$ cat src/rtl/ldsu_pkg.sv
package ldsu_pkg;

	// Default board counts
	localparam int FOUR_DIGIT_BOARDS_DEF  = 4;
	localparam int EIGHT_DIGIT_BOARDS_DEF = 3;

	// Input command kinds
	localparam logic [2:0] CMD_WRITE = 3'd0;
	localparam logic [2:0] CMD_LED   = 3'd1;
	localparam logic [2:0] CMD_ON    = 3'd2;
	localparam logic [2:0] CMD_OFF   = 3'd3;
	localparam logic [2:0] CMD_CLEAR = 3'd4;

	// Driver operations
	localparam logic [1:0] OP_DATA  = 2'd0;
	localparam logic [1:0] OP_ON    = 2'd1;
	localparam logic [1:0] OP_OFF   = 2'd2;
	localparam logic [1:0] OP_CLEAR = 2'd3;

	// Control byte fields
	localparam int         TYPE_POS    = 2;
	localparam int         HALF_POS    = 3;
	localparam int         SIZE_POS    = 4;
	localparam int         LED_VAL_POS = 5;
	localparam logic [7:0] LED_MASK    = 8'd28;
	localparam logic [7:0] LEVEL_MASK  = 8'd56;

	// What an accepted transaction turns into
	typedef enum logic [1:0] {
		KIND_NONE   = 2'd0,
		KIND_WRITE4 = 2'd1,
		KIND_WRITE8 = 2'd2,
		KIND_SINGLE = 2'd3
	} kind_t;

	// Controller to datapath
	typedef struct packed {
		logic start;
		logic scan;
		logic emit_load;
		logic single_load;
	} dp_cmd_t;

	// Datapath to controller
	typedef struct packed {
		kind_t kind;
		logic  scan_last;
		logic  eight;
		logic  mask_zero;
		logic  out_free;
	} dp_stat_t;

endpackage

$ cat src/rtl/led_display_shadow_update.sv
// Channel | Handshake               | Payload
// in      | in_valid / in_stall     | command, ctrl_byte, data_bytes
// out     | out_valid / out_stall   | op, board, address, value, level, last
//
// Display write: the controller walks the shadow memory port one byte per
// cycle over the N bytes (N = 4 or 8), then an 8-digit board write emits
// one driver write per changed byte; a 4-digit board write updates the
// shadow only. Shadow entries read as zero after reset through
// per-entry valid flops; no clearing pass. A stalled output holds the
// controller in its emit or single state; the input is taken only when idle.
module led_display_shadow_update #(
	parameter int FOUR_DIGIT_BOARDS  = ldsu_pkg::FOUR_DIGIT_BOARDS_DEF,
	parameter int EIGHT_DIGIT_BOARDS = ldsu_pkg::EIGHT_DIGIT_BOARDS_DEF
) (
	input  logic        clk,
	input  logic        arst_n,
	input  logic        in_valid,
	output logic        in_stall,
	input  logic [2:0]  command,
	input  logic [7:0]  ctrl_byte,
	input  logic [63:0] data_bytes,
	output logic        out_valid,
	input  logic        out_stall,
	output logic [1:0]  op,
	output logic [1:0]  board,
	output logic [3:0]  address,
	output logic [7:0]  value,
	output logic [2:0]  level,
	output logic        last
);
	import ldsu_pkg::*;

	dp_cmd_t  cmd;
	dp_stat_t stat;

	// Sequencer
	ldsu_ctrl u_ctrl (
		.clk      (clk),
		.arst_n   (arst_n),
		.in_valid (in_valid),
		.in_stall (in_stall),
		.stat     (stat),
		.cmd      (cmd)
	);

	// Shadow store, compare and output register
	ldsu_datapath #(
		.FOUR_DIGIT_BOARDS  (FOUR_DIGIT_BOARDS),
		.EIGHT_DIGIT_BOARDS (EIGHT_DIGIT_BOARDS)
	) u_datapath (
		.clk        (clk),
		.arst_n     (arst_n),
		.cmd        (cmd),
		.stat       (stat),
		.command    (command),
		.ctrl_byte  (ctrl_byte),
		.data_bytes (data_bytes),
		.out_valid  (out_valid),
		.out_stall  (out_stall),
		.op         (op),
		.board      (board),
		.address    (address),
		.value      (value),
		.level      (level),
		.last       (last)
	);

endmodule

$ cat src/rtl/ldsu_ctrl.sv
module ldsu_ctrl (
	input  logic               clk,
	input  logic               arst_n,
	input  logic               in_valid,
	output logic               in_stall,
	input  ldsu_pkg::dp_stat_t stat,
	output ldsu_pkg::dp_cmd_t  cmd
);
	import ldsu_pkg::*;

	typedef enum logic [4:0] {
		ST_IDLE   = 5'b00001,
		ST_SCAN   = 5'b00010,
		ST_SETTLE = 5'b00100,
		ST_EMIT   = 5'b01000,
		ST_SINGLE = 5'b10000
	} state_t;

	state_t state_q, state_nxt;

	// Next state and datapath commands
	always_comb begin
		state_nxt = state_q;
		cmd       = '0;
		case (state_q)
			ST_IDLE: begin
				if (in_valid) begin
					cmd.start = 1'b1;
					case (stat.kind)
						KIND_WRITE4: state_nxt = ST_SCAN;
						KIND_WRITE8: state_nxt = ST_SCAN;
						KIND_SINGLE: state_nxt = ST_SINGLE;
						default:     state_nxt = ST_IDLE;
					endcase
				end
			end
			ST_SCAN: begin
				cmd.scan = 1'b1;
				if (stat.scan_last) begin
					state_nxt = ST_SETTLE;
				end
			end
			// last compare lands in the change mask here
			ST_SETTLE: begin
				state_nxt = stat.eight ? ST_EMIT : ST_IDLE;
			end
			ST_EMIT: begin
				if (stat.mask_zero) begin
					state_nxt = ST_IDLE;
				end else if (stat.out_free) begin
					cmd.emit_load = 1'b1;
				end
			end
			ST_SINGLE: begin
				if (stat.out_free) begin
					cmd.single_load = 1'b1;
					state_nxt       = ST_IDLE;
				end
			end
			default: state_nxt = ST_IDLE;
		endcase
	end

	always_ff @(posedge clk or negedge arst_n) begin
		if (!arst_n) begin
			state_q <= ST_IDLE;
		end else begin
			state_q <= state_nxt;
		end
	end

	assign in_stall = (state_q != ST_IDLE);

endmodule

$ cat src/rtl/ldsu_datapath.sv
module ldsu_datapath #(
	parameter int FOUR_DIGIT_BOARDS  = ldsu_pkg::FOUR_DIGIT_BOARDS_DEF,
	parameter int EIGHT_DIGIT_BOARDS = ldsu_pkg::EIGHT_DIGIT_BOARDS_DEF
) (
	input  logic               clk,
	input  logic               arst_n,
	input  ldsu_pkg::dp_cmd_t  cmd,
	output ldsu_pkg::dp_stat_t stat,
	input  logic [2:0]         command,
	input  logic [7:0]         ctrl_byte,
	input  logic [63:0]        data_bytes,
	output logic               out_valid,
	input  logic               out_stall,
	output logic [1:0]         op,
	output logic [1:0]         board,
	output logic [3:0]         address,
	output logic [7:0]         value,
	output logic [2:0]         level,
	output logic               last
);
	import ldsu_pkg::*;

	localparam int         DEPTH     = 4 * FOUR_DIGIT_BOARDS + 8 * EIGHT_DIGIT_BOARDS;
	localparam int         IDX_W     = $clog2(DEPTH);
	localparam int         FOUR_BASE = 4 * FOUR_DIGIT_BOARDS;
	localparam logic [2:0] FOUR_N    = 3'(FOUR_DIGIT_BOARDS);
	localparam logic [2:0] EIGHT_N   = 3'(EIGHT_DIGIT_BOARDS);

	// Transaction registers
	logic [2:0]       command_q;
	logic [7:0]       ctrl_q;
	logic [63:0]      data_q;
	logic             eight_q;
	logic             half_q;
	logic [2:0]       last_i_q;
	logic [IDX_W-1:0] base_q;
	logic [2:0]       i_q;
	logic [7:0]       mask_q;

	// Shadow store and read stage
	logic [7:0]       shadow_mem [DEPTH];
	logic [DEPTH-1:0] valid_q;
	logic [7:0]       rd_data_s1;
	logic             rd_valid_s1;
	logic             cmp_en_s1;
	logic [2:0]       cmp_i_s1;

	// Output register
	logic       out_vld_q;
	logic [1:0] op_q;
	logic [1:0] board_q;
	logic [3:0] address_q;
	logic [7:0] value_q;
	logic [2:0] level_q;
	logic       last_q;

	logic             in_eight;
	logic             in_size8;
	logic             in_range4;
	logic             in_range8;
	logic [IDX_W-1:0] in_base;
	kind_t            in_kind;
	logic [2:0]       scan_pos;
	logic [IDX_W-1:0] scan_idx;
	logic [7:0]       scan_byte;
	logic [7:0]       old_byte;
	logic [7:0]       cmp_byte;
	logic [2:0]       sel_i;
	logic             sel_found;
	logic [2:0]       sel_pos;
	logic             out_free;
	logic [1:0]       s_op;
	logic [3:0]       s_addr;
	logic [7:0]       s_val;
	logic [2:0]       s_lvl;

	// Decode of the incoming transaction
	assign in_eight  = ctrl_byte[TYPE_POS];
	assign in_size8  = ctrl_byte[SIZE_POS];
	assign in_range4 = ({1'b0, ctrl_byte[1:0]} < FOUR_N);
	assign in_range8 = ({1'b0, ctrl_byte[1:0]} < EIGHT_N);
	assign in_base   = in_eight ? IDX_W'(FOUR_BASE) + IDX_W'({ctrl_byte[1:0], 3'b000})
	                            : IDX_W'({ctrl_byte[1:0], 2'b00});

	always_comb begin
		case (command)
			CMD_WRITE: begin
				if (in_eight) begin
					in_kind = in_range8 ? KIND_WRITE8 : KIND_NONE;
				end else begin
					in_kind = in_range4 ? KIND_WRITE4 : KIND_NONE;
				end
			end
			CMD_LED:   in_kind = in_range8 ? KIND_SINGLE : KIND_NONE;
			CMD_ON:    in_kind = (in_eight && in_range8) ? KIND_SINGLE : KIND_NONE;
			CMD_OFF:   in_kind = (in_eight && in_range8) ? KIND_SINGLE : KIND_NONE;
			CMD_CLEAR: in_kind = (in_eight && in_range8) ? KIND_SINGLE : KIND_NONE;
			default:   in_kind = KIND_NONE;
		endcase
	end

	// Latch transaction; scan counter and change mask
	always_ff @(posedge clk) begin
		if (cmd.start) begin
			command_q <= command;
			ctrl_q    <= ctrl_byte;
			data_q    <= data_bytes;
			eight_q   <= in_eight;
			half_q    <= in_eight && !in_size8 && ctrl_byte[HALF_POS];
			last_i_q  <= (in_eight && in_size8) ? 3'd7 : 3'd3;
			base_q    <= in_base;
			i_q       <= 3'd0;
			mask_q    <= 8'd0;
		end else begin
			if (cmd.scan) begin
				i_q <= i_q + 3'd1;
			end
			if (cmp_en_s1) begin
				mask_q[cmp_i_s1] <= (old_byte != cmp_byte);
			end else if (cmd.emit_load) begin
				mask_q[sel_i] <= 1'b0;
			end
		end
	end

	// Scan address: byte i lands at digit start + i
	assign scan_pos  = {half_q | i_q[2], i_q[1:0]};
	assign scan_idx  = base_q + IDX_W'(scan_pos);
	assign scan_byte = data_q[{i_q, 3'b000} +: 8];

	// Shadow read of old byte and write of new byte in the same cycle
	always_ff @(posedge clk) begin
		if (cmd.scan) begin
			rd_data_s1             <= shadow_mem[scan_idx];
			shadow_mem[scan_idx]   <= scan_byte;
		end
	end

	always_ff @(posedge clk or negedge arst_n) begin
		if (!arst_n) begin
			valid_q     <= '0;
			rd_valid_s1 <= 1'b0;
			cmp_en_s1   <= 1'b0;
			cmp_i_s1    <= 3'd0;
		end else begin
			cmp_en_s1 <= cmd.scan;
			if (cmd.scan) begin
				rd_valid_s1        <= valid_q[scan_idx];
				valid_q[scan_idx]  <= 1'b1;
				cmp_i_s1           <= i_q;
			end
		end
	end

	// Never-written entries read as zero
	assign old_byte = rd_valid_s1 ? rd_data_s1 : 8'd0;
	assign cmp_byte = data_q[{cmp_i_s1, 3'b000} +: 8];

	// Lowest pending changed byte
	always_comb begin
		sel_i     = 3'd0;
		sel_found = 1'b0;
		for (int k = 0; k < 8; k++) begin
			if (mask_q[k] && !sel_found) begin
				sel_i     = 3'(k);
				sel_found = 1'b1;
			end
		end
	end

	assign sel_pos = {half_q | sel_i[2], sel_i[1:0]};

	// Fields of a single-command result
	always_comb begin
		s_op   = OP_CLEAR;
		s_addr = 4'd0;
		s_val  = 8'd0;
		s_lvl  = 3'd0;
		case (command_q)
			CMD_LED: begin
				s_op   = OP_DATA;
				s_addr = {3'((ctrl_q & LED_MASK) >> 2), 1'b1};
				s_val  = {7'd0, ctrl_q[LED_VAL_POS]};
			end
			CMD_ON: begin
				s_op  = OP_ON;
				s_lvl = 3'((ctrl_q & LEVEL_MASK) >> 3);
			end
			CMD_OFF:   s_op = OP_OFF;
			CMD_CLEAR: s_op = OP_CLEAR;
			default:   s_op = OP_CLEAR;
		endcase
	end

	// Output register
	assign out_free = !out_vld_q || !out_stall;

	always_ff @(posedge clk or negedge arst_n) begin
		if (!arst_n) begin
			out_vld_q <= 1'b0;
		end else if (cmd.emit_load || cmd.single_load) begin
			out_vld_q <= 1'b1;
		end else if (!out_stall) begin
			out_vld_q <= 1'b0;
		end
	end

	always_ff @(posedge clk) begin
		if (cmd.emit_load) begin
			op_q      <= OP_DATA;
			board_q   <= ctrl_q[1:0];
			address_q <= {sel_pos, 1'b0};
			value_q   <= data_q[{sel_i, 3'b000} +: 8];
			level_q   <= 3'd0;
			last_q    <= ((mask_q & ~(8'd1 << sel_i)) == 8'd0);
		end else if (cmd.single_load) begin
			op_q      <= s_op;
			board_q   <= ctrl_q[1:0];
			address_q <= s_addr;
			value_q   <= s_val;
			level_q   <= s_lvl;
			last_q    <= 1'b1;
		end
	end

	assign out_valid = out_vld_q;
	assign op        = op_q;
	assign board     = board_q;
	assign address   = address_q;
	assign value     = value_q;
	assign level     = level_q;
	assign last      = last_q;

	// Status back to the controller
	assign stat.kind      = in_kind;
	assign stat.scan_last = (i_q == last_i_q);
	assign stat.eight     = eight_q;
	assign stat.mask_zero = (mask_q == 8'd0);
	assign stat.out_free  = out_free;

endmodule

$ cat config.mk
export PLATFORM = sky130hd
export DESIGN_NAME = led_display_shadow_update
export DESIGN_NICKNAME = d
export VERILOG_FILES = /design/src/rtl/ldsu_pkg.sv /design/src/rtl/led_display_shadow_update.sv /design/src/rtl/ldsu_ctrl.sv /design/src/rtl/ldsu_datapath.sv
export SDC_FILE = /design/constraint.sdc
export NUM_CORES = 1
export LEC_CHECK = 0
export BUFFER_PORTS_ARGS = -buffer_cell sky130_fd_sc_hd__buf_2
export CORE_MARGIN = 1
export CORE_UTILIZATION = 35
export CTS_CLUSTER_SIZE = 28
export DETAILED_ROUTE_END_ITERATION = 8
export RECOVER_POWER = 25
export SLEW_MARGIN = 20
export SYNTH_ARGS = -nofsm -noshare
export SYNTH_HDL_FRONTEND = slang
export SYNTH_SLANG_ARGS = --single-unit
export TNS_END_PERCENT = 5
$ cat constraint.sdc
create_clock -name clk -period 3.7 [get_ports clk]
set_clock_uncertainty 0.05 [all_clocks]
set_input_delay 0.185 -clock clk [delete_from_list [all_inputs] [get_ports clk]]
set_output_delay 0.185 -clock clk [all_outputs]
set_load 0.05 [all_outputs]
==> qor.yml <==
run_status:
  status: "finished, violations left"
  violations: "capacitance limit, slew limit"
yosys:
  synth_largest_area_cell: "edfxtp_1"
  synth_compound_area_share_pct: 11.3
  synthCells: 1237
  synth.most_common_cell: "edfxtp_1"
  synthAdderAreaFrac_pct: 0.420
  synth_xor_area_share_pct: 0.312
  syn-num-nets: 1321
  syn_area_um2: 19700
  async_flop_share_pct: 10.4
  synthSimpleGateAreaFrac_pct: 6.69
  synth_seq_cells: 489
  synth_area_per_cell_um2: 15.9
  ys.flop_type: "edfxtp_1"
  yosysTopAreaCellShare_pct: 64.3
  synth-seq-area-share_pct: 72.5
  synthTopCellsByCount: "edfxtp_1, a22oi_1, nor2_1, nand2_1, dfrtp_1"
  synth_top_family_by_area: "compound AO/OA/AOI/OAI gates"
  synthMuxAreaShare_pct: 7.01
  ys_types: 62
  yosysWarnings: 0
  synth_edf_count: 421
  synth_area_leaders: "edfxtp_1, dfrtp_1, a22oi_1"
grt:
  grt_pass1_wl_um: 78200
  grt_start_max_net_pins: 61
  grt_pass1_vias: 12500
  grt_usage_pct: 18.4
  grt-ovfl-total: 0
  grt_antenna_before_repair: 0
clock_network:
  cts.repair.resized: 0
  cts_max_level: 2
  cts_hold_buf: 76
  clkSinkCount: 489
  cts_max_path_buffers: 3
  cts_buffers: 50
  cts_root_buffer: "clkbuf_16"
  insertion_delay_ps: 600
  postCtsSetupRepairBufs: 0
  clk_pin_slew_ps: 60
  cts_tree: "yes"
finish:
  seqCellArea_um2: 14300
  final_cells: 2274
  finish.utilization_pct: 43.1
  fill_cells: 4954
  finalNetCount: 1569
  drive_above_1_share_pct: 21.3
  multi_input_area_um2: 5070
  area_growth_pct: 21.0
  diodes: 0
power:
  power_density_nw_per_um2: 688
  ir_worst_vdd_v: 0.000509
  p_leak_nw: 8.17
place:
  portBuffers: 98
  dp.cells: 2105
  dp_slack_ps: 316
  hpwlAfterDp_um: 33100
  gp_congestion: 0.865
drt:
  dr.pass1.iters: 5
  routed_wl_um: 52800
  routedWlPerCell_um: 23.2
  drtAntennaViolNets: 0
  route.detailed.drc: 0
  routed_via_density: 5.45
  vias: 12400
  first_iter_violations: 1372
min_path:
  worstHoldStart: "data_bytes[35]"
  hp-class: "in -> reg"
sta:
  setup_tns_ps: 0
  fin_crit_sh_pct: 95.1
  slew_violations: 41
  rsz0062_at_grt: "no"
  relSlewSlack_pct: -77.0
  finalCriticalPeriod_ps: 3520
  fin_ws_ps: 181
  tightest_slew_ps: 2660
  max_freq_mhz: 284
  hold_violations: 0
  setup_viol: 0
critical_path:
  critical_path_class: "reg -> reg"
  r2r_start: "u_datapath.half_q"
  critical_path.startpoint: "u_datapath.half_q"
  cp.arrival_ps: 3760
  path_max_fanout: 25
  required_ps: 3940
  worst_setup_path_start_kind: "flip-flop"
  path_cells: "or2_2 -> ha_1 -> and3b_1 -> buf_12 -> a22o_1 -> a221oi_1 -> a31oi_1 -> nor3_1 -> nand2_1"
  cpPeakStageDelay_ps: 450
  crit_path_end_kind: "flip-flop"
  cp_slowest_cell: "ha_1"
floorplan:
  std_cell_rows: 86
  die_w_um: 239
  initial_utilization_pct: 35.6
  fp.coreArea_um2: 55300
  die_h_um: 239
  die-area_um2: 57200
  io_pins: 101
run:
  maxCapViolCount: 1
==> worst paths after layout <==
kind	slack (ps)	cells after the start	to
max	180	9	u_datapath.rd_data_s1[2]
min	250	2	u_datapath.data_q[35]
max reg2reg	180	9	u_datapath.rd_data_s1[2]
min reg2reg	380	0	u_datapath.board[1]
max in group asynchronous	890	3	u_datapath.rd_valid_s1
min in group asynchronous	940	2	u_datapath.valid_q[33]
==> metal layers <==
metal	part of all wire, %	routed length [um]	GRT usage, %
met5	0	0	0
met4	2.7	1410	5.98
met3	7.0	3690	3.07
met2	48	25100	30.4
met1	43	22600	24.7
==> layout by cell type, fill, tap and decap left out, drive strengths merged, types with 9 or more instances in the layout <==
cell	instances
dfrtp	50
nor2	68
o22ai	9
clkinv	24
a21oi	18
a22o	33
clkbuf	105
buf	148
nand3	14
nand4	15
a22oi	104
dlygate4sd3	76
inv	12
a221oi	31
edfxtp	421
or2	44
dfxtp	17
mux2	21
nand2	65
a31oi	31
o31ai	9
mux2i	40
nor3	17
o21ai	14
mux4	33
==> critical path: cells and delay by family, from the launching register on <==
| family | cells | cell delay (ps) |
|---|---|---|
| buffers and inverters | 1 | 260 |
| AO/OA/AOI/OAI | 3 | 720 |
| AND/OR/NAND/NOR | 4 | 1330 |
| flip-flops | 1 | 400 |
| adder cells (fa/ha/maj) | 1 | 450 |
==> state kept, by name, indices dropped and copies added, names as in the netlist, 4 cells and up <==
register / flops
u_datapath.valid_q: 40
u_datapath.base_q: 4
u_datapath.value: 8
u_datapath.address: 4
u_datapath.shadow_mem: 320
u_datapath.ctrl_q: 6
u_datapath.mask_q: 8
u_datapath.rd_data_s1: 8
u_datapath.data_q: 64
u_ctrl.state_q: 5
==> cell families (layout without fill, tap and decap cells) <==
group | after synthesis | after routing
AO/OA/AOI/OAI | 295 | 295
XOR/XNOR | 7 | 7
adder cells (fa/ha/maj) | 7 | 7
buffers and inverters | 82 | 371
flip-flops | 489 | 489
multiplexers | 94 | 94
AND/OR/NAND/NOR | 263 | 263
==> power breakdown <==
group	switching [mW]	total (mW)	internal (mW)	leakage, nW
Combinational	2.70	4.12	1.41	2.72
Sequential	0.349	7.40	7.05	4.68
Clock	2.10	4.87	2.77	0.765
Total	5.15	16.4	11.2	8.17
==> final cells by class <==
type,count,share of cell area [%]
timing repair buffer,267,8.13
multi-input combinational,666,21.3
clock buffer,62,5.44
sequential,489,59.9
tap,748,3.93
clock inverter,31,1.13
inverter,11,0.179
==> through the flow <==
| step | hold slack (ps) | total power, mW | instance area [um2] |
|---|---|---|---|
| 2_1_floorplan | -161 | 9.91 | 19700 |
| 3_3_place_gp | 315 | 11.4 | 21600 |
| 3_5_place_dp | 313 | 11.5 | 21600 |
| 4_1_cts | 221 | 16.5 | 23900 |
| 5_1_grt | 236 | 17.0 | 23800 |
| 6_report | 249 | 16.4 | 23800 |
Note: power is estimated with default switching activity, not from simulation.
